===== src/hw/rtl/obd_pkg.sv =====
// shared types, constants and register map of the one-bit audio decimator
`default_nettype none
package obd_pkg;

    // fixed point
    localparam int unsigned FRAC_W = 16;
    localparam int unsigned ACC_W  = 26;
    localparam logic [ACC_W-1:0] Q_ONE = ACC_W'(1) << FRAC_W;

    // register widths and reset values
    localparam int unsigned TPS_W   = 24;
    localparam int unsigned GAIN_W  = 15;
    localparam int unsigned FILL_W  = 10;
    localparam int unsigned SIL_W   = 16;
    localparam logic [TPS_W-1:0]  TPS_RST  = 24'd1783292;
    localparam logic [GAIN_W-1:0] GAIN_RST = 15'd8192;
    localparam logic [FILL_W-1:0] FILL_RST = 10'd256;

    // sample store
    localparam int unsigned FIFO_DEPTH_DEF = 1024;
    localparam int unsigned ENTRY_W        = 16;
    localparam int unsigned LEVEL_W        = 15;
    localparam int unsigned PROD_W         = ACC_W + GAIN_W;

    // apb register map
    localparam int unsigned APB_AW = 4;
    localparam int unsigned APB_DW = 32;
    localparam logic [1:0] REG_TPS  = 2'd0;
    localparam logic [1:0] REG_GAIN = 2'd1;
    localparam logic [1:0] REG_FILL = 2'd2;

    // result kinds
    localparam logic [1:0] KIND_REAL     = 2'd0;
    localparam logic [1:0] KIND_SCHED    = 2'd1;
    localparam logic [1:0] KIND_UNDERRUN = 2'd2;

    // request kinds
    localparam logic REQ_TICK   = 1'b0;
    localparam logic REQ_SAMPLE = 1'b1;

    typedef struct packed {
        logic [TPS_W-1:0]  ticks_per_sample;
        logic [GAIN_W-1:0] output_gain;
        logic [FILL_W-1:0] fill_block;
    } t_cfg;

endpackage
`default_nettype wire


===== src/hw/rtl/obd_level_unit.sv =====
// window average: one multiply then a restoring divide, one quotient bit per cycle
`default_nettype none
module obd_level_unit (
    input  wire logic                         i_clk,
    input  wire logic                         i_rst_n,
    input  wire logic                         i_start,
    input  wire logic [obd_pkg::ACC_W-1:0]    i_sum,
    input  wire logic [obd_pkg::ACC_W-1:0]    i_weight,
    input  wire logic [obd_pkg::GAIN_W-1:0]   i_gain,
    output logic                              o_done,
    output logic      [obd_pkg::LEVEL_W-1:0]  o_level
);
    import obd_pkg::*;

    typedef enum logic [3:0] {
        LV_IDLE = 4'b0001,
        LV_MUL  = 4'b0010,
        LV_LOAD = 4'b0100,
        LV_DIV  = 4'b1000
    } t_lv_state;

    localparam int unsigned CNT_W = $clog2(LEVEL_W);

    t_lv_state            r_state;
    logic [ACC_W-1:0]     r_sum;
    logic [ACC_W-1:0]     r_w;
    logic [GAIN_W-1:0]    r_gain;
    logic [PROD_W-1:0]    r_prod;
    logic [ACC_W-1:0]     r_rem;
    logic [LEVEL_W-1:0]   r_low;
    logic [LEVEL_W-1:0]   r_q;
    logic [CNT_W-1:0]     r_cnt;
    logic                 r_done;

    logic [ACC_W:0]       trial;
    logic                 fits;
    logic [ACC_W:0]       diff;

    // the average never exceeds the gain, so the upper product bits are below the weight
    assign trial = {r_rem, r_low[LEVEL_W-1]};
    assign fits  = trial >= {1'b0, r_w};
    assign diff  = trial - {1'b0, r_w};

    assign o_done  = r_done;
    assign o_level = (r_w == '0) ? '0 : r_q;

    always_ff @(posedge i_clk) begin
        if (!i_rst_n) begin
            r_state <= LV_IDLE;
            r_done  <= 1'b0;
            r_cnt   <= '0;
        end else begin
            r_done <= (r_state == LV_DIV) && (r_cnt == CNT_W'(LEVEL_W - 1));
            unique case (r_state)
                LV_IDLE: begin
                    if (i_start) begin
                        r_state <= LV_MUL;
                    end
                end
                LV_MUL: begin
                    r_state <= LV_LOAD;
                end
                LV_LOAD: begin
                    r_cnt   <= '0;
                    r_state <= LV_DIV;
                end
                LV_DIV: begin
                    r_cnt <= r_cnt + 1'b1;
                    if (r_cnt == CNT_W'(LEVEL_W - 1)) begin
                        r_state <= LV_IDLE;
                    end
                end
                default: r_state <= LV_IDLE;
            endcase
        end
    end

    always_ff @(posedge i_clk) begin
        if (r_state == LV_IDLE && i_start) begin
            r_sum  <= i_sum;
            r_w    <= i_weight;
            r_gain <= i_gain;
        end
        if (r_state == LV_MUL) begin
            r_prod <= {{GAIN_W{1'b0}}, r_sum} * {{ACC_W{1'b0}}, r_gain};
        end
        if (r_state == LV_LOAD) begin
            r_rem <= r_prod[PROD_W-1:LEVEL_W];
            r_low <= r_prod[LEVEL_W-1:0];
            r_q   <= '0;
        end
        if (r_state == LV_DIV) begin
            r_rem <= fits ? diff[ACC_W-1:0] : trial[ACC_W-1:0];
            r_low <= {r_low[LEVEL_W-2:0], 1'b0};
            r_q   <= {r_q[LEVEL_W-2:0], fits};
        end
    end

endmodule
`default_nettype wire


===== config.mk =====
export PLATFORM = sky130hd
export DESIGN_NAME = obd_level_unit
export DESIGN_NICKNAME = d
export VERILOG_FILES = /design/src/hw/rtl/obd_pkg.sv /design/src/hw/rtl/obd_level_unit.sv
export SDC_FILE = /design/constraint.sdc
export NUM_CORES = 1
export LEC_CHECK = 0
export BUFFER_PORTS_ARGS = -buffer_cell sky130_fd_sc_hd__buf_4
export CORE_ASPECT_RATIO = 1.2
export CORE_MARGIN = 1
export CORE_UTILIZATION = 45
export CTS_CLUSTER_SIZE = 12
export DETAILED_ROUTE_END_ITERATION = 8
export GPL_ROUTABILITY_DRIVEN = 0
export PLACE_DENSITY_LB_ADDON = 0.15
export SETUP_SLACK_MARGIN = 0.3
export SYNTH_ARGS = -nofsm -noshare
export SYNTH_HDL_FRONTEND = slang
export SYNTH_SLANG_ARGS = --single-unit

===== constraint.sdc =====
create_clock -name i_clk -period 14 [get_ports i_clk]
set_input_delay 2.1 -clock i_clk [delete_from_list [all_inputs] [get_ports i_clk]]
set_output_delay 2.1 -clock i_clk [all_outputs]
set_load 0.005 [all_outputs]

# [Yosys cells after proc, flatten, opt, wreduce, memory -nomap -nowiden]
# Cells that the tools add are included.
[word_totals] regBits=173 latch_bits=0 ramBits=0 rom_bits=0 output_inout_bits=16 word_cells=39 memories=0
[op_classes] addsub=2 mul=1 n_div=0 magnitude_cmp=1 eq_ne=7 n_shift=0 mux=12 bitwise_logic=0 n_reduce_logical=5
[ops] op="two-way mux 26 bit" n=3
[ops] op="two-way mux 15 bit" n=5
[ops] op="multiplier 26 x 15 -> 41 bit" n=1
[ops] op=">= comparator 27 x 26 -> 1 bit" n=1
[ops] op="zero test 26 bit" n=1
[ops] op="subtractor 26 bit" n=1
[ops] op="case mux 4 bit (4 select lines)" n=1
[ops] op="== test 4 bit (second input constant)" n=2
[ops] op="two-way mux 4 bit" n=2
[ops] op="case mux 4 bit (2 select lines)" n=1
[ops] op="adder 4 x 1 -> 4 bit (second input constant)" n=1
[ops] op="== test 4 x 1 -> 1 bit (second input constant)" n=1
[ops] op="== test 4 x 2 -> 1 bit (second input constant)" n=1
[ops] op="== test 4 x 3 -> 1 bit (second input constant)" n=1
[ops] op="!= test 2 bit (second input constant)" n=2
[ops] op="logical AND 1 bit" n=2
[ops] op="AND reduction 2 bit" n=1
[ops] op="nonzero test 2 bit" n=1

# [Depth between registers and ports, before layout]
[logic_depth] ltp_word=3 depth_mapped=24 depth_no_buf=23

# [Worst setup path after synthesis]
# OpenSTA, ideal clock, no wires.
[synth_timing] kind="register to register" from="register r_sum[10]" to="register r_prod[39] (data pin)" t_arrival_ns=5.866 required_ns=13.738 slack_ns=7.872 stages_incl_launch_ff=23 path_buffers=1 synth_period_minus_slack_ns=6.128 path_cell_list="edfxtp_1 -> clkbuf_1 -> and2_1 -> fa_1 -> inv_1 -> fa_1 -> inv_1 -> fa_1 -> inv_1 -> fa_1 -> fa_1 -> inv_1 -> fa_1 -> ha_1 -> a21oi_1 -> o211ai_1 -> a211oi_2 -> o31ai_1 -> o21ai_2 -> o21ai_2 -> a311oi_2 -> o21ai_1 -> xor2_1"
[synth_via] elab_chain_cells=1
[synth_rtl] element="from (decl)" line_no="obd_level_unit.sv:25" rtl="logic [ACC_W-1:0] r_sum;"
[synth_rtl] element="from (signal assigned)" line_no="obd_level_unit.sv:80" rtl="r_sum <= i_sum;"
[synth_rtl] element="multiplier 26 x 15 -> 41 bit" line_no="obd_level_unit.sv:85" rtl="r_prod <= {{GAIN_W{1'b0}}, r_sum} * {{ACC_W{1'b0}}, r_gain};"
[synth_rtl] element="to (signal assigned)" line_no="obd_level_unit.sv:85"
[synth_rtl] element="to (decl)" line_no="obd_level_unit.sv:28" rtl="logic [PROD_W-1:0] r_prod;"
# No other way between the ends.
# A chain may end at the register's enable or synchronous reset.

# [Worst setup path after layout]
[layout_timing] from="register r_gain[7]" to="register r_prod[37] (data pin)"
[layout_via] elab_chain_cells=1
[layout_rtl] element="from (decl)" line_no="obd_level_unit.sv:27" rtl="logic [GAIN_W-1:0] r_gain;"
[layout_rtl] element="from (signal assigned)" line_no="obd_level_unit.sv:82" rtl="r_gain <= i_gain;"
[layout_rtl] element="multiplier 26 x 15 -> 41 bit" line_no="obd_level_unit.sv:85"
# No other way between the ends.

==> impl_metrics.ini <==
[sta]
worst_pin_slew_ns = 1.105
report.final.hold_viol_count = 0
max_freq_ghz = 0.1463
drv_slew = 0
period_needed_ns = 6.837
rsz0062_at_grt = false
fin_crit_sh_pct = 48.84
max_slew_margin_pct = 26.36
setup_viol_count_final = 0
skew_ns = 0.01738
finalSetupTns_ns = 0

[route]
drtPass1Iterations = 5
drt-vias-per-instance = 5.204
num_vias = 13515
routedWlPerCell_um = 17.16
ant_nets = 0
drt-total-wl_mm = 44.57
detail_route.iter0.violations = 619
drc_errors = 0

[die]
die_area_sq_um = 45480
fp-row-count = 84
num_io_pins = 86
die_y_um = 233.4
initial_core_util_pct = 45.71
core_area_sq_um = 43930
die_w_um = 194.9

[setup_path]
start_kind = flop
critPathMaxFanout = 26
arrival_ns = 7.07
reg2reg_setup_slack_ns = 7.16
endpoint_kind = flop
r2r_cells = 20
slowest_stage = edfxtp_1
cp.required_ns = 14.24
cp_cell_sequence = nand2_1 -> fa_1 -> fa_1 -> fa_1 -> inv_1 -> fa_1 -> fa_1 -> inv_1 -> fa_1 -> inv_1 -> ha_1 -> a21oi_1 -> a21boi_0 -> a211oi_2 -> o31ai_1 -> o21ai_2 -> o21ai_1 -> a21oi_1 -> o21ai_1 -> xor2_1
cpPeakStageDelay_ns = 1.08
reg2reg_to = r_prod[37]
critical_path_class = flop to flop
worstReg2RegStart = r_gain[7]
cp_common_cell = fa_1

[hold_path]
worstHoldEndpoint = r_low[0]
hp-start = r_prod[0]
hp-class = flop to flop
holdPathStages = 1

[clock_tree]
cts_sinks = 173
cts_tree = done
htree_levels = 4
root_buffer = clkbuf_16
cts_resized = 0
cts_max_path_buffers = 2
cts_hold_buf = 0
clk_pin_slew_worst_paths_ns = 0.07
postCtsSetupBuffers = 0
cts_buffers = 17
clk_latency_ns = 0.50

[logic_synthesis]
synth-edff-count = 163
async_flop_share_pct = 0
post-synth-top-area-fraction_pct = 31.00
synthFlopType = edfxtp_1
synthTopCellsByArea = fa_1 (31%), edfxtp_1 (24%), ha_1 (8.3%)
ys_seq_area_share_pct = 25.37
ys_ff_latch = 173
syn_inst = 1996
yosys.area.top_type = fa_1
netlist_area_sq_um = 20080
ys.warnings.count = 0
syn_nets = 2510
avgSynthCellArea_sq_um = 10.06
ys_types = 68

[finish]
layout-drive-gt1-share_pct = 7.213
diodes = 0
n_fill_cell = 4079
finalNetCount = 2539
area_delta_synth_final_pct = 8.317

[grt]
grt_overflow = 0
track_usage_pct = 20.96
grt_pass1_vias = 14502
grt_max_degree = 51
grt_pass1_wl_mm = 74.21
antenna_found_initial = 0

[job]
maxCapViolations = 0

[place]
io_buffers = 85
dp_hpwl_mm = 34.83

[status]
status = completed
[worst max-delay path by stage]
stage | startpoint | to | slack [ns] | cells after the start
floorplan | r_sum[10] | r_prod[39] | 7.87 | 22
global placement | r_gain[0] | r_prod[39] | 7.32 | 21
detailed placement | r_gain[0] | r_prod[39] | 7.18 | 21
CTS | r_gain[0] | r_prod[39] | 7.16 | 21
global route | r_gain[7] | r_prod[39] | 6.76 | 20
finish | r_gain[7] | r_prod[37] | 7.16 | 20
[flip-flops by register name (all words and copies together) (netlist names), 15 cells and up]
register / count
r_low: 15
r_rem: 26
r_sum: 26
r_gain: 15
r_prod: 41
r_q: 15
r_w: 26
[metal layers]
layer,wire length (um),global-route usage (%)
met5,0,0
met4,960,6.742
met3,1621,3.638
met2,21560,35.54
met1,20430,27.31
[synth_stat cells (12+ instances only)]
master and instances:
a21o_1 35, a21oi_1 57, a22o_1 15, a31oi_1 12, and2_1 210, and3_1 13, clkbuf_1 77, edfxtp_1 163
fa_1 311, ha_1 133, inv_1 379, mux2i_1 16, nand2_1 248, nand3_1 12, nor2_1 41, nor2b_1 21
nor3_1 14, o21a_1 12, o21ai_0 48, xnor2_1 29, xor2_1 26
[kinds of logic (layout without fill, tap and decap cells)]
group / count (synthesis) / in the layout / share of synthesized area [%]
flip-flops: 173 / 173 / 25.37
buffers and inverters: 462 / 504 / 8.766
AND/OR/NAND/NOR: 603 / 603 / 15.19
XOR/XNOR: 55 / 55 / 2.399
multiplexers: 18 / 18 / 0.9096
adder cells (fa/ha/maj): 444 / 444 / 39.29
AO/OA/AOI/OAI: 241 / 241 / 8.081
[stage by stage]
step	instances	util, %	setup slack (ns)	hold slack (ns)	area (sq um)
2_1_floorplan	1996	-	7.872	0.4225	20080
3_3_place_gp	2565	48.15	7.324	0.4420	21150
3_5_place_dp	2565	48.15	7.177	0.4491	21150
4_1_cts	2597	49.52	7.163	0.4647	21750
5_1_grt	2597	49.52	6.756	0.4943	21750
6_report	2597	49.52	7.163	0.4675	21750
[cell usage in the layout, fill, tap and decap left out, types with 4 or more instances in the layout]
cell type,netlist,layout
a21o_1,35,35
and3_1,13,13
a31oi_1,12,12
nand4_1,8,8
buf_4,1,92
a211oi_1,7,7
mux2i_1,16,16
clkbuf_16,0,17
a22o_1,15,15
xor2_1,26,26
dfxtp_1,10,10
fa_1,311,311
o21ai_1,7,7
a21oi_1,57,57
nor2b_1,21,21
nor3_1,14,13
nand2_1,248,248
and2_1,210,209
nor4_1,10,10
xnor2_1,29,29
nand3_1,12,12
o21bai_1,8,8
edfxtp_1,163,163
ha_1,133,133
o211ai_1,6,6
nand2b_1,9,9
nor2_1,41,41
inv_1,379,378
inv_6,0,6
o21ai_0,48,48
o21a_1,12,12
a211o_1,4,4
[critical path, delay by kind of cell, from the launching register on]
family	cells	cell delay (ns)
adder cells (fa/ha/maj)	7	3.42
AO/OA/AOI/OAI	8	1.65
flip-flops	1	1.08
AND/OR/NAND/NOR	1	0.18
buffers and inverters	3	0.15
XOR/XNOR	1	0.08
[cell type report]
cell class	count	area [sq um]	area share, %
Inverter	380	1426	6.557
Multi-Input combinational cell	1361	13240	60.87
Clock inverter	15	175.2	0.8052
Tap cell	559	699.4	3.215
Timing Repair Buffer	92	690.7	3.175
Clock buffer	17	425.4	1.956
Sequential cell	173	5095	23.42
Power is not shown: default switching activity piles up to over one toggle a cycle in this logic, so the estimate is an artifact.
