`config.mk`:
```
export PLATFORM = sky130hd
export DESIGN_NAME = obd_regs
export DESIGN_NICKNAME = d
export VERILOG_FILES = /design/src/hw/rtl/obd_pkg.sv /design/src/hw/rtl/obd_regs.sv
export SDC_FILE = /design/constraint.sdc
export NUM_CORES = 1
export LEC_CHECK = 0
export ABC_AREA = 1
export BUFFER_PORTS_ARGS = -buffer_cell sky130_fd_sc_hd__buf_2
export CAP_MARGIN = 30
export CORE_ASPECT_RATIO = 0.8
export CORE_MARGIN = 5
export CORE_UTILIZATION = 45
export CTS_CLUSTER_SIZE = 12
export DETAILED_ROUTE_END_ITERATION = 6
export HOLD_SLACK_MARGIN = 0.06
export MAX_ROUTING_LAYER = met4
export PLACE_DENSITY = 0.81
export SYNTH_ARGS = -nofsm -noshare
export SYNTH_HDL_FRONTEND = slang
export SYNTH_SLANG_ARGS = --single-unit
```
`constraint.sdc`:
```
create_clock -name i_clk -period 1.8 [get_ports i_clk]
set_input_delay 0.54 -clock i_clk [delete_from_list [all_inputs] [get_ports i_clk]]
set_output_delay 0.54 -clock i_clk [all_outputs]
set_load 0.02 [all_outputs]
```
`src/hw/rtl/obd_pkg.sv`:
```
// shared types, constants and register map of the one-bit audio decimator
`default_nettype none
package obd_pkg;

    // fixed point
    localparam int unsigned FRAC_W = 16;
    localparam int unsigned ACC_W  = 26;
    localparam logic [ACC_W-1:0] Q_ONE = ACC_W'(1) << FRAC_W;

    // register widths and reset values
    localparam int unsigned TPS_W   = 24;
    localparam int unsigned GAIN_W  = 15;
    localparam int unsigned FILL_W  = 10;
    localparam int unsigned SIL_W   = 16;
    localparam logic [TPS_W-1:0]  TPS_RST  = 24'd1783292;
    localparam logic [GAIN_W-1:0] GAIN_RST = 15'd8192;
    localparam logic [FILL_W-1:0] FILL_RST = 10'd256;

    // sample store
    localparam int unsigned FIFO_DEPTH_DEF = 1024;
    localparam int unsigned ENTRY_W        = 16;
    localparam int unsigned LEVEL_W        = 15;
    localparam int unsigned PROD_W         = ACC_W + GAIN_W;

    // apb register map
    localparam int unsigned APB_AW = 4;
    localparam int unsigned APB_DW = 32;
    localparam logic [1:0] REG_TPS  = 2'd0;
    localparam logic [1:0] REG_GAIN = 2'd1;
    localparam logic [1:0] REG_FILL = 2'd2;

    // result kinds
    localparam logic [1:0] KIND_REAL     = 2'd0;
    localparam logic [1:0] KIND_SCHED    = 2'd1;
    localparam logic [1:0] KIND_UNDERRUN = 2'd2;

    // request kinds
    localparam logic REQ_TICK   = 1'b0;
    localparam logic REQ_SAMPLE = 1'b1;

    typedef struct packed {
        logic [TPS_W-1:0]  ticks_per_sample;
        logic [GAIN_W-1:0] output_gain;
        logic [FILL_W-1:0] fill_block;
    } t_cfg;

endpackage
`default_nettype wire

```
`src/hw/rtl/obd_regs.sv`:
```
// apb configuration registers
`default_nettype none
module obd_regs (
    input  wire logic                        i_clk,
    input  wire logic                        i_rst_n,
    input  wire logic                        psel,
    input  wire logic                        penable,
    input  wire logic                        pwrite,
    input  wire logic [obd_pkg::APB_AW-1:0]  paddr,
    input  wire logic [obd_pkg::APB_DW-1:0]  pwdata,
    output logic      [obd_pkg::APB_DW-1:0]  prdata,
    output logic                             pready,
    output obd_pkg::t_cfg                    o_cfg
);
    import obd_pkg::*;

    t_cfg       r_cfg;
    logic       wr_en;
    logic [1:0] reg_idx;

    assign pready  = 1'b1;
    assign wr_en   = psel & penable & pwrite & pready;
    assign reg_idx = paddr[3:2];
    assign o_cfg   = r_cfg;

    always_ff @(posedge i_clk) begin
        if (!i_rst_n) begin
            r_cfg.ticks_per_sample <= TPS_RST;
            r_cfg.output_gain      <= GAIN_RST;
            r_cfg.fill_block       <= FILL_RST;
        end else if (wr_en) begin
            unique case (reg_idx)
                REG_TPS:  r_cfg.ticks_per_sample <= pwdata[TPS_W-1:0];
                REG_GAIN: r_cfg.output_gain      <= pwdata[GAIN_W-1:0];
                REG_FILL: r_cfg.fill_block       <= pwdata[FILL_W-1:0];
                default: ;
            endcase
        end
    end

    always_comb begin
        unique case (reg_idx)
            REG_TPS:  prdata = {{(APB_DW-TPS_W){1'b0}}, r_cfg.ticks_per_sample};
            REG_GAIN: prdata = {{(APB_DW-GAIN_W){1'b0}}, r_cfg.output_gain};
            REG_FILL: prdata = {{(APB_DW-FILL_W){1'b0}}, r_cfg.fill_block};
            default:  prdata = '0;
        endcase
    end

endmodule
`default_nettype wire

```
* Word level (Yosys, flattened, before mapping)
Index checks and enable logic that the tools add are counted.
Operators by class: equality and inequality tests 2, multiplexer cells 1, bitwise gates (word level) 2, reductions and logical operators 4
Operator list (count):
- 24-bit one-hot mux with 3 select lines | 1
- 2-bit AND reduction | 3
- 1-bit AND | 2
- 2-bit by 1-bit == test with 1-bit output (second input constant) | 1
- 2-bit == test (second input constant) | 1
- 2-bit logical NOT | 1
Word-level totals: flip-flop bits (word level) 49, input bits 41, word-level logic and storage cells 12

* Logic depth before layout (Yosys ltp)
Gate-level depths: netlist of the first run.
depth after elaboration 3, depth in mapped cells 6

* Least setup slack after synthesis of the first run
OpenSTA, ideal clock, no wires.
path type in2out, start point input paddr[3] (netlist name), end point output prdata[10] (netlist name), arrival time 1.240 ns, required time 1.260 ns, setup slack 0.020 ns, stages 3, path buffers 1, cell sequence nor2_2 buf_2 a22o_1
Between the ends: cells in the longest elaborated chain, start to end 2
Ends and longest elaborated chain:
- start: declaration | line obd_regs.sv:9 | input wire logic [obd_pkg::APB_AW-1:0] paddr,
- 2-bit == test (tied with other cells) | line obd_regs.sv:42 | unique case (reg_idx)
- 24-bit one-hot mux with 3 select lines (*) | line obd_regs.sv:42
- end: declaration | line obd_regs.sv:11 | output logic [obd_pkg::APB_DW-1:0] prdata,
Every way passes the cells marked *; elsewhere a longest branch is shown, timed or not.

* Worst setup path after layout of the first run
start point input paddr[2] (netlist name), end point output prdata[4] (netlist name)
The elaborated chain is that of the path after synthesis.

==> results.cfg, run 1 <==
[clocking]
clock-sinks = 49
clkLatencyLatePin_ns = 0.29
clockBufferDepth = 2
root_buffer = clkbuf_8
tritoncts = done
hold_buffers = 0
cts_max_level = 2
clk_pin_slew_worst_paths_ns = 0.08
cts_buffers = 5

[timing]
rsz0062_at_grt = yes
skew_ns = 0
finalCritPeriodShare_pct = 100
layout_setup_ws_ns = -0.00574
finalHoldViolCount = 0
period_needed_ns = 1.81
max_freq_mhz = 554
setup_viol = 2
finalSetupTns_ns = -0.00619
finalMaxSlewViolations = 0

[layout]
diodes = 0
final_util_pct = 68.7
final_cell_mix = 84 x buf_2, 82 x nand2_1, 75 x nor2_1
stdcell_count = 539
drive_above_1_share_pct = 37.1
layout_commonest_cell = buf_2
largest_reg_flops = 49
nets = 518
areaGrowthSynthToFinish_pct = 46.1

[drt]
first_pass_iters = 4
routed_via_density = 4.83
wl_met1_mm = 3.03
postRouteAntennaNets = 0
wire_per_inst_um = 13.4
met2WireLength_mm = 3.59
dr.max_layer_used = met4
route.detailed.drc = 0
dr_wl_met3_um = 484
drt_iter0_drc = 171
wl_mm = 7.21
dr_total_vias = 2604

[hold_path]
hp-class = primary input to flip-flop
hold_start = pwdata[19]
hold_end = o_cfg[44]$_SDFFE_PN1P_
worstHoldPathCells = 3

[outcome]
outcome = finished, violations left
violations = setup timing

[floorplan]
row_count = 23
start_util_pct = 47.0
fp.dieH_um = 75.1
core_area_mm2 = 0.00506
dieArea_mm2 = 0.00685
pin_count = 123
die_x_um = 91.3

[synthesis]
avgSynthCellArea_um2 = 6.69
yosysWarnings = 0
synth-seq-cells = 49
synthDistinctLibCells = 19
yosysSeqAreaShare_pct = 41.2
syn_inst = 356
synthesis.area_mm2 = 0.00238

[setup_path]
worstRegToRegCells = 2
r2r-start = o_cfg[8]$_SDFFE_PN1P_
critPathLaunchType = primary input
arrival_ns = 1.27
crit_fanout = 4
crit_type = primary input to output port
critPathRequiredTime_ns = 1.26
rr_endpoint = o_cfg[8]$_SDFFE_PN1P_
endpoint_kind = output port
r2r_setup_slack_ns = 1.16

[grt]
grt_overflow = 0
grt_antenna_before_repair = 0
grtUsageTotal_pct = 20.6
grt_pass1_wl_mm = 11.0
grt_pass1_vias = 2378
grt_max_degree = 34

[pwr]
irDropWorstVdd_mv = 0.425
power_leakage_uw = 0.00193
power_density_mw_per_mm2 = 641

[placement]
post-dp-hpwl_mm = 4.92
port_buffers = 103
place.gp.congestion = 0.765
dp_cells = 523

[run]
maxCapViolCount = 0
## logic make-up (layout without fill, tap and decap cells)
family	Yosys count	after routing	synth area share [%]
AND/OR/NAND/NOR	240	240	43.5
buffers and inverters	58	172	12.7
flip-flops	49	49	41.2
AO/OA/AOI/OAI	7	7	2.26
other	2	9	0.315
## where the power goes
group / switching [uW] / total (uW) / internal [uW]
Combinational: 267 / 459 / 192
Sequential: 20.1 / 1130 / 1110
Clock: 338 / 644 / 305
## metrics by stage
stage | instance area (um^2) | hold WS [ns] | total power (uW) | setup slack (ns)
floorplan | 2410 | 0.554 | 1390 | 0.0197
global placement | 3000 | 0.458 | 1520 | -0.121
detailed placement | 3000 | 0.465 | 1520 | -0.125
CTS | 3270 | 0.452 | 2200 | 0.000207
global route | 3480 | 0.455 | 2320 | -0.0501
finish | 3480 | 0.453 | 2230 | -0.00574
## worst max path at each step
stage | to | start | slack (ns)
after floorplan | prdata[10] | paddr[3] | 0.02
final | prdata[4] | paddr[2] | -0.006
after global routing | prdata[4] | paddr[2] | -0.05
after CTS | prdata[14] | paddr[3] | 0.0002
after global placement | prdata[9] | paddr[2] | -0.12
after detailed placement | prdata[9] | paddr[2] | -0.12
## Yosys cell counts
cell	count	area, um^2
conb_1	2	7.51
o21ai_0	2	10.0
nor2_1	75	282
clkbuf_1	2	7.51
buf_6	5	56.3
nand3_1	59	295
nand2_4	1	11.3
dfxtp_1	49	981
nor2_2	3	18.8
inv_1	28	105
nor2_4	4	45.0
inv_2	3	11.3
a22o_1	5	43.8
nand2_1	96	360
buf_1	2	7.51
nand3_4	1	17.5
buf_2	8	40.0
nand2_2	1	6.26
buf_4	10	75.1
## per-layer routing
layer	up-vias	GRT usage [%]
li1	1323	-
met1	1176	24.1
met2	94	36.6
met3	11	4.40
met4	0	5.37
met5	-	-
## worst max-delay path, cell delays in order
cell     delay (ns)
buf_12         0.11
inv_6          0.05
nor2_4         0.03
buf_6          0.12
buf_12         0.12
nand2_2        0.06
nand3_2        0.08
buf_6          0.13
## area by class of cell
class,count,area (um^2)
multi-input cells,256,1260
well taps,62,77.6
clock buffers,7,86.3
flip-flops and latches,49,981
fillers,436,1590
repair buffers,134,951
inverters,31,124
## what timing repair did
action,4_1_cts,5_1_grt
setup buffers,6,2
cloned,0,1
gates resized for setup,37,46
setup endpoints to repair,15,24
pin swaps,9,8
Note: power is estimated with default switching activity, not from simulation.
==> run 2, diff against run 1 <==
--- a/config.mk
+++ b/config.mk
@@ -5,7 +5,6 @@
 export SDC_FILE = /design/constraint.sdc
 export NUM_CORES = 1
 export LEC_CHECK = 0
-export ABC_AREA = 1
 export BUFFER_PORTS_ARGS = -buffer_cell sky130_fd_sc_hd__buf_2
 export CAP_MARGIN = 30
 export CORE_ASPECT_RATIO = 0.8
@@ -15,7 +14,7 @@
 export DETAILED_ROUTE_END_ITERATION = 6
 export HOLD_SLACK_MARGIN = 0.06
 export MAX_ROUTING_LAYER = met4
-export PLACE_DENSITY = 0.81
+export PLACE_DENSITY = 0.8
 export SYNTH_ARGS = -nofsm -noshare
 export SYNTH_HDL_FRONTEND = slang
 export SYNTH_SLANG_ARGS = --single-unit
==> run 2 against run 1 <==
The run still ends with setup timing left; critical path depth is 3 lower; clock power increased by 23%; non-clock buffer count down 6; utilization up 5.0 points; largest power group unchanged.
==> results.cfg, run 2 <==
[layout]
final_cell_mix = 83 x buf_2, 60 x nand2_1, 49 x dfxtp_1
stdcell_count = 443
largest_reg_flops = 49
multi_input_area_mm2 = 0.00150
drive_above_1_share_pct = 47.2
seqCellArea_um2 = 981
layout_commonest_cell = buf_2
final_area_mm2 = 0.00375
areaGrowthSynthToFinish_pct = 56.6
diodes = 0
num-fill-cells = 378
nets = 421

[synthesis]
avgSynthCellArea_um2 = 8.88
synthesis.area_mm2 = 0.00240
yosys-top-cells-count = 62 x nand2_1, 52 x mux2i_1, 49 x dfxtp_1
yosys-top-cells-area = dfxtp_1 41%, mux2i_1 22%, nand2_1 9.7%
yosysTopAreaCell = dfxtp_1
ys_dominant_reg_cell = dfxtp_1
synthDistinctLibCells = 23
yosysSeqAreaShare_pct = 40.9
synth-seq-cells = 49
yosysWarnings = 0
async_flop_share_pct = 0
syn_inst = 270
yosysTopAreaCellShare_pct = 40.9
yosysMostFrequentCell = nand2_1
synth_edf_count = 0

[grt]
grt_antenna_before_repair = 0
grt_pass1_vias = 2317
grt_overflow = 0
grt.met3_usage_pct = 5.39
grt_max_degree = 71
use_met1_pct = 26.6
top_usage_layer = met2
grtUsageTotal_pct = 21.3
grt_pass1_wl_mm = 11.4
use_met2_pct = 34.6

[placement]
place.gp.congestion = 0.818
place_ws_ns = -0.134
dp_cells = 427
port_buffers = 103
post-dp-hpwl_mm = 4.87
dpl_cell_area_mm2 = 0.00326

[setup_path]
crit_type = primary input to output port
crit_fanout = 6
endpoint_kind = output port
crit_chain = buf_12 -> buf_12 -> mux2i_2 -> o21ai_2 -> buf_6
worst_path_max_delay_cell = mux2i_2
r2r_setup_slack_ns = 1.09
critPathRequiredTime_ns = 1.26
arrival_ns = 1.29
slowest_delay_ns = 0.25
critPathLaunchType = primary input
cp_common_cell = buf_12

[timing]
setup_viol = 6
finalCritPeriodShare_pct = 102
max_freq_mhz = 546
layout_setup_ws_ns = -0.0329
rsz0062_at_grt = yes
finalHoldViolCount = 0
period_needed_ns = 1.83
finalMaxSlewViolations = 0
skew_ns = 0

[clocking]
root_buffer = clkbuf_8
clkLatencyLatePin_ns = 0.29
cts_buffers = 5
tritoncts = done
clk_pin_slew_worst_paths_ns = 0.09
hold_buffers = 0
clock-sinks = 49
cts_max_level = 2
clockBufferDepth = 2

[drt]
dr_total_vias = 2289
route.detailed.drc = 0
first_pass_iters = 4
wl_mm = 7.23
wire_per_inst_um = 16.3
routed_via_density = 5.17
postRouteAntennaNets = 0
drt_iter0_drc = 64

[pwr]
irDropWorstVdd_mv = 0.355
power_leakage_uw = 0.00177
power_density_mw_per_mm2 = 629

[floorplan]
fp.dieH_um = 75.3
core_area_mm2 = 0.00509
die_x_um = 91.6
pin_count = 123
dieArea_mm2 = 0.00690
start_util_pct = 47.1
row_count = 23

[outcome]
violations = setup timing
outcome = finished, violations left

[run]
maxCapViolCount = 0

[hold_path]
hp-class = primary input to flip-flop
## run 2: cell count changes after synthesis, moves of 8 or more
| cell | delta |
|---|---|
| o211ai_1 | +12 |
| o21ai_0 | +8 |
| nand2_1 | -34 |
| mux2i_1 | +52 |
| nand3_1 | -59 |
| or4b_1 | +12 |
| inv_1 | -16 |
| nor2_1 | -69 |
## run 2: path summary, 6_finish.rpt
| path | from | end | cells past startpoint |
|---|---|---|---|
| setup / recovery | paddr[2] | prdata[2] | 5 |
| hold / removal | pwdata[23] | o_cfg[48]$_SDFFE_PN0P_ | 3 |
| setup reg to reg | o_cfg[11]$_SDFFE_PN0P_ | o_cfg[11]$_SDFFE_PN0P_ | 2 |
| hold reg to reg | o_cfg[46]$_SDFFE_PN0P_ | o_cfg[46]$_SDFFE_PN0P_ | 2 |
## run 2: layout make-up
cell class | instances | share of cell area [%]
multi-input cells | 184 | 40.1
repair buffers | 128 | 27.5
flip-flops and latches | 49 | 26.1
well taps | 62 | 2.07
clock buffers | 5 | 1.83
clock inverters | 3 | 1.23
inverters | 12 | 1.20
## run 2: metal layers
layer / wire length, um / vias to the layer above / share of wire (%)
met2: 3620 / 87 / 50
met3: 514 / 6 / 7.1
li1: - / 1114 / -
met1: 3050 / 1082 / 42
met5: 0 / - / 0
met4: 47 / 0 / 0.65
## run 2: per-stage QoR
stage / hold slack [ns] / utilization (%) / total power [uW] / TNS [ns]
detailed placement: 0.467 / 64.0 / 1500 / -1.77
floorplan: 0.541 / - / 1400 / -0.426
finish: 0.479 / 73.7 / 2360 / -0.0688
global placement: 0.457 / 64.0 / 1490 / -1.52
CTS: 0.469 / 71.0 / 2350 / -0.0278
global route: 0.485 / 73.7 / 2450 / -0.343
## run 2: cells by family (layout without fill, tap and decap cells)
group / count (synthesis) / count (layout) / share of synthesized area (%)
AND/OR/NAND/NOR: 101 / 101 / 21.7
multiplexers: 52 / 52 / 21.7
flip-flops: 49 / 49 / 40.9
buffers and inverters: 44 / 148 / 9.55
AO/OA/AOI/OAI: 22 / 22 / 5.85
other: 2 / 9 / 0.313
## run 2: report_power, final
group / leakage [uW] / internal, uW / switching [uW] / total [uW]
Combinational: 0.00132 / 217 / 235 / 452
Sequential: 0.000396 / 1100 / 15.7 / 1120
Clock: 0.0000543 / 416 / 376 / 792
Total: 0.00177 / 1730 / 627 / 2360
## run 2: what timing repair did
item,CTS,global route
endpoints found under the setup margin,22,18
gates resized for setup,46,17
cloned,4,2
pin swaps,4,3
buffers inserted,0,2
## run 2: critical path: cells and delay by family
kind	cells	cell delay [ns]
multiplexers	1	0.25
AO/OA/AOI/OAI	1	0.09
buffers and inverters	3	0.41
==> run 3, diff against run 2 <==
--- a/config.mk
+++ b/config.mk
@@ -5,14 +5,14 @@
 export SDC_FILE = /design/constraint.sdc
 export NUM_CORES = 1
 export LEC_CHECK = 0
-export BUFFER_PORTS_ARGS = -buffer_cell sky130_fd_sc_hd__buf_2
+export BUFFER_PORTS_ARGS = -buffer_cell sky130_fd_sc_hd__clkbuf_2
 export CAP_MARGIN = 30
-export CORE_ASPECT_RATIO = 0.8
+export CORE_ASPECT_RATIO = 0.6
 export CORE_MARGIN = 5
 export CORE_UTILIZATION = 45
 export CTS_CLUSTER_SIZE = 12
 export DETAILED_ROUTE_END_ITERATION = 6
-export HOLD_SLACK_MARGIN = 0.06
+export HOLD_SLACK_MARGIN = 0.05
 export MAX_ROUTING_LAYER = met4
 export PLACE_DENSITY = 0.8
 export SYNTH_ARGS = -nofsm -noshare
==> run 3 against run 2 <==
Sequential power is essentially flat; final area grew 1.9%; critical endpoint is now prdata[7]; worst setup slack gained 0.0020 ns; clock skew is the same; critical path type unchanged; the flow still finishes with violations (setup timing).
==> results.cfg, run 3 (synthesis gave the netlist of run 2 again) <==
[floorplan]
start_util_pct = 47.0
row_count = 20
die_x_um = 104
dieArea_mm2 = 0.00693
core_area_mm2 = 0.00510
pin_count = 123
fp.dieH_um = 66.5

[grt]
grt_pass1_vias = 2289
grt_overflow = 0
grtUsageTotal_pct = 20.4
grt_max_degree = 71
grt_antenna_before_repair = 0
grt_pass1_wl_mm = 11.1

[timing]
period_needed_ns = 1.83
finalCritPeriodShare_pct = 102
layout_setup_ws_ns = -0.0308
setup_viol = 12
skew_ns = 0
rsz0062_at_grt = yes
max_freq_mhz = 546
finalMaxSlewViolations = 0
finalHoldViolCount = 0

[setup_path]
startpoint = paddr[2]
r2r-start = o_cfg[39]$_SDFFE_PN0P_
cp-endpoint = prdata[7]
crit_fanout = 7
endpoint_kind = output port
critPathRequiredTime_ns = 1.26
r2r_setup_slack_ns = 1.07
worstRegToRegCells = 2
rr_endpoint = o_cfg[39]$_SDFFE_PN0P_
crit_type = primary input to output port
arrival_ns = 1.29
critPathLaunchType = primary input

[clocking]
root_buffer = clkbuf_8
clk_pin_slew_worst_paths_ns = 0.09
clkLatencyLatePin_ns = 0.30
cts_max_level = 2
clockBufferDepth = 2
tritoncts = done
clock-sinks = 49
cts_buffers = 5
hold_buffers = 0

[layout]
diodes = 0
final_util_pct = 75.0
seqCellArea_um2 = 981
num-fill-cells = 363
stdcell_count = 450
final_cell_mix = 77 x clkbuf_2, 58 x nand2_1, 49 x dfxtp_1
largest_reg_flops = 49
drive_above_1_share_pct = 47.1
nets = 424
areaGrowthSynthToFinish_pct = 59.6
multi_input_area_mm2 = 0.00147
layout_commonest_cell = clkbuf_2

[pwr]
power_density_mw_per_mm2 = 624
irDropWorstVdd_mv = 0.375
power_leakage_uw = 0.00180
total_power_uw = 2390

[drt]
postRouteAntennaNets = 0
first_pass_iters = 6
wl_mm = 7.00
dr_total_vias = 2284
routed_via_density = 5.08
route.detailed.drc = 0
wire_per_inst_um = 15.6
drt_iter0_drc = 57

[hold_path]
hp-class = primary input to flip-flop

[run]
maxCapViolCount = 0

[outcome]
outcome = finished, violations left
violations = setup timing

[placement]
place.gp.congestion = 0.784
post-dp-hpwl_mm = 5.07
port_buffers = 103
place_ws_ns = -0.186
dp_cells = 433
## run 3: changes by cell type in the layout (fill, tap and decap cells not counted), moves of 3 or more
cell      before  now
clkbuf_8       5   14
buf_12         6   11
buf_6         20    4
buf_8          1   11
buf_16         3    0
clkbuf_2       0   77
mux2i_4        9    6
buf_2         83    0
buf_4         12   17
mux2i_1       39   43
## run 3: per-layer routing
metal,GRT usage [%],wire (um),up-vias
met5,-,0,-
met4,3.55,40,0
met3,5.32,482,5
met2,36.0,3400,83
met1,24.1,3080,1076
li1,-,-,1120
## run 3: repair_timing
item	4_1_cts	5_1_grt
pin swaps	5	8
endpoints found under the setup margin	24	24
setup buffers	3	4
gates cloned	0	2
hold endpoints to repair	0	0
resized for setup	49	32
## run 3: worst min-delay path by stage
stage	startpoint	endpoint	slack [ns]	cells past startpoint
floorplan	o_cfg[47]$_SDFFE_PN0P_	o_cfg[47]$_SDFFE_PN0P_	0.54	2
global placement	o_cfg[48]$_SDFFE_PN0P_	o_cfg[48]$_SDFFE_PN0P_	0.45	2
detailed placement	o_cfg[47]$_SDFFE_PN0P_	o_cfg[47]$_SDFFE_PN0P_	0.47	2
CTS	pwdata[18]	o_cfg[43]$_SDFFE_PN0P_	0.45	3
global route	pwdata[18]	o_cfg[43]$_SDFFE_PN0P_	0.44	3
finish	pwdata[18]	o_cfg[43]$_SDFFE_PN0P_	0.46	3
## run 3: worst max-delay path, stage by stage
cell and delay (ns):
clkbuf_16 0.14, buf_12 0.14, mux2i_2 0.15, o21ai_2 0.14, clkbuf_8 0.17
## run 3: layout make-up
class                   instances  share of cell area [%]
inverters                      12                    1.18
well taps                      66                    2.16
repair buffers                131                    29.5
multi-input cells             184                    38.4
flip-flops and latches         49                    25.6
clock inverters                 2                   0.981
clock buffers                   6                    2.16
## run 3: where the power goes
part | total, uW | internal (uW) | switching, uW
registers | 1120 | 1100 | 15.6
clock network | 818 | 452 | 366
logic | 455 | 221 | 234
total | 2390 | 1770 | 616
## run 3: metrics by stage
step | hold slack (ns) | TNS, ns | instance area [um^2]
after floorplan | 0.541 | -0.426 | 2710
after global placement | 0.453 | -2.94 | 3330
after detailed placement | 0.466 | -3.15 | 3330
after CTS | 0.449 | -0.448 | 3680
after global routing | 0.443 | -0.727 | 3830
final | 0.456 | -0.133 | 3830
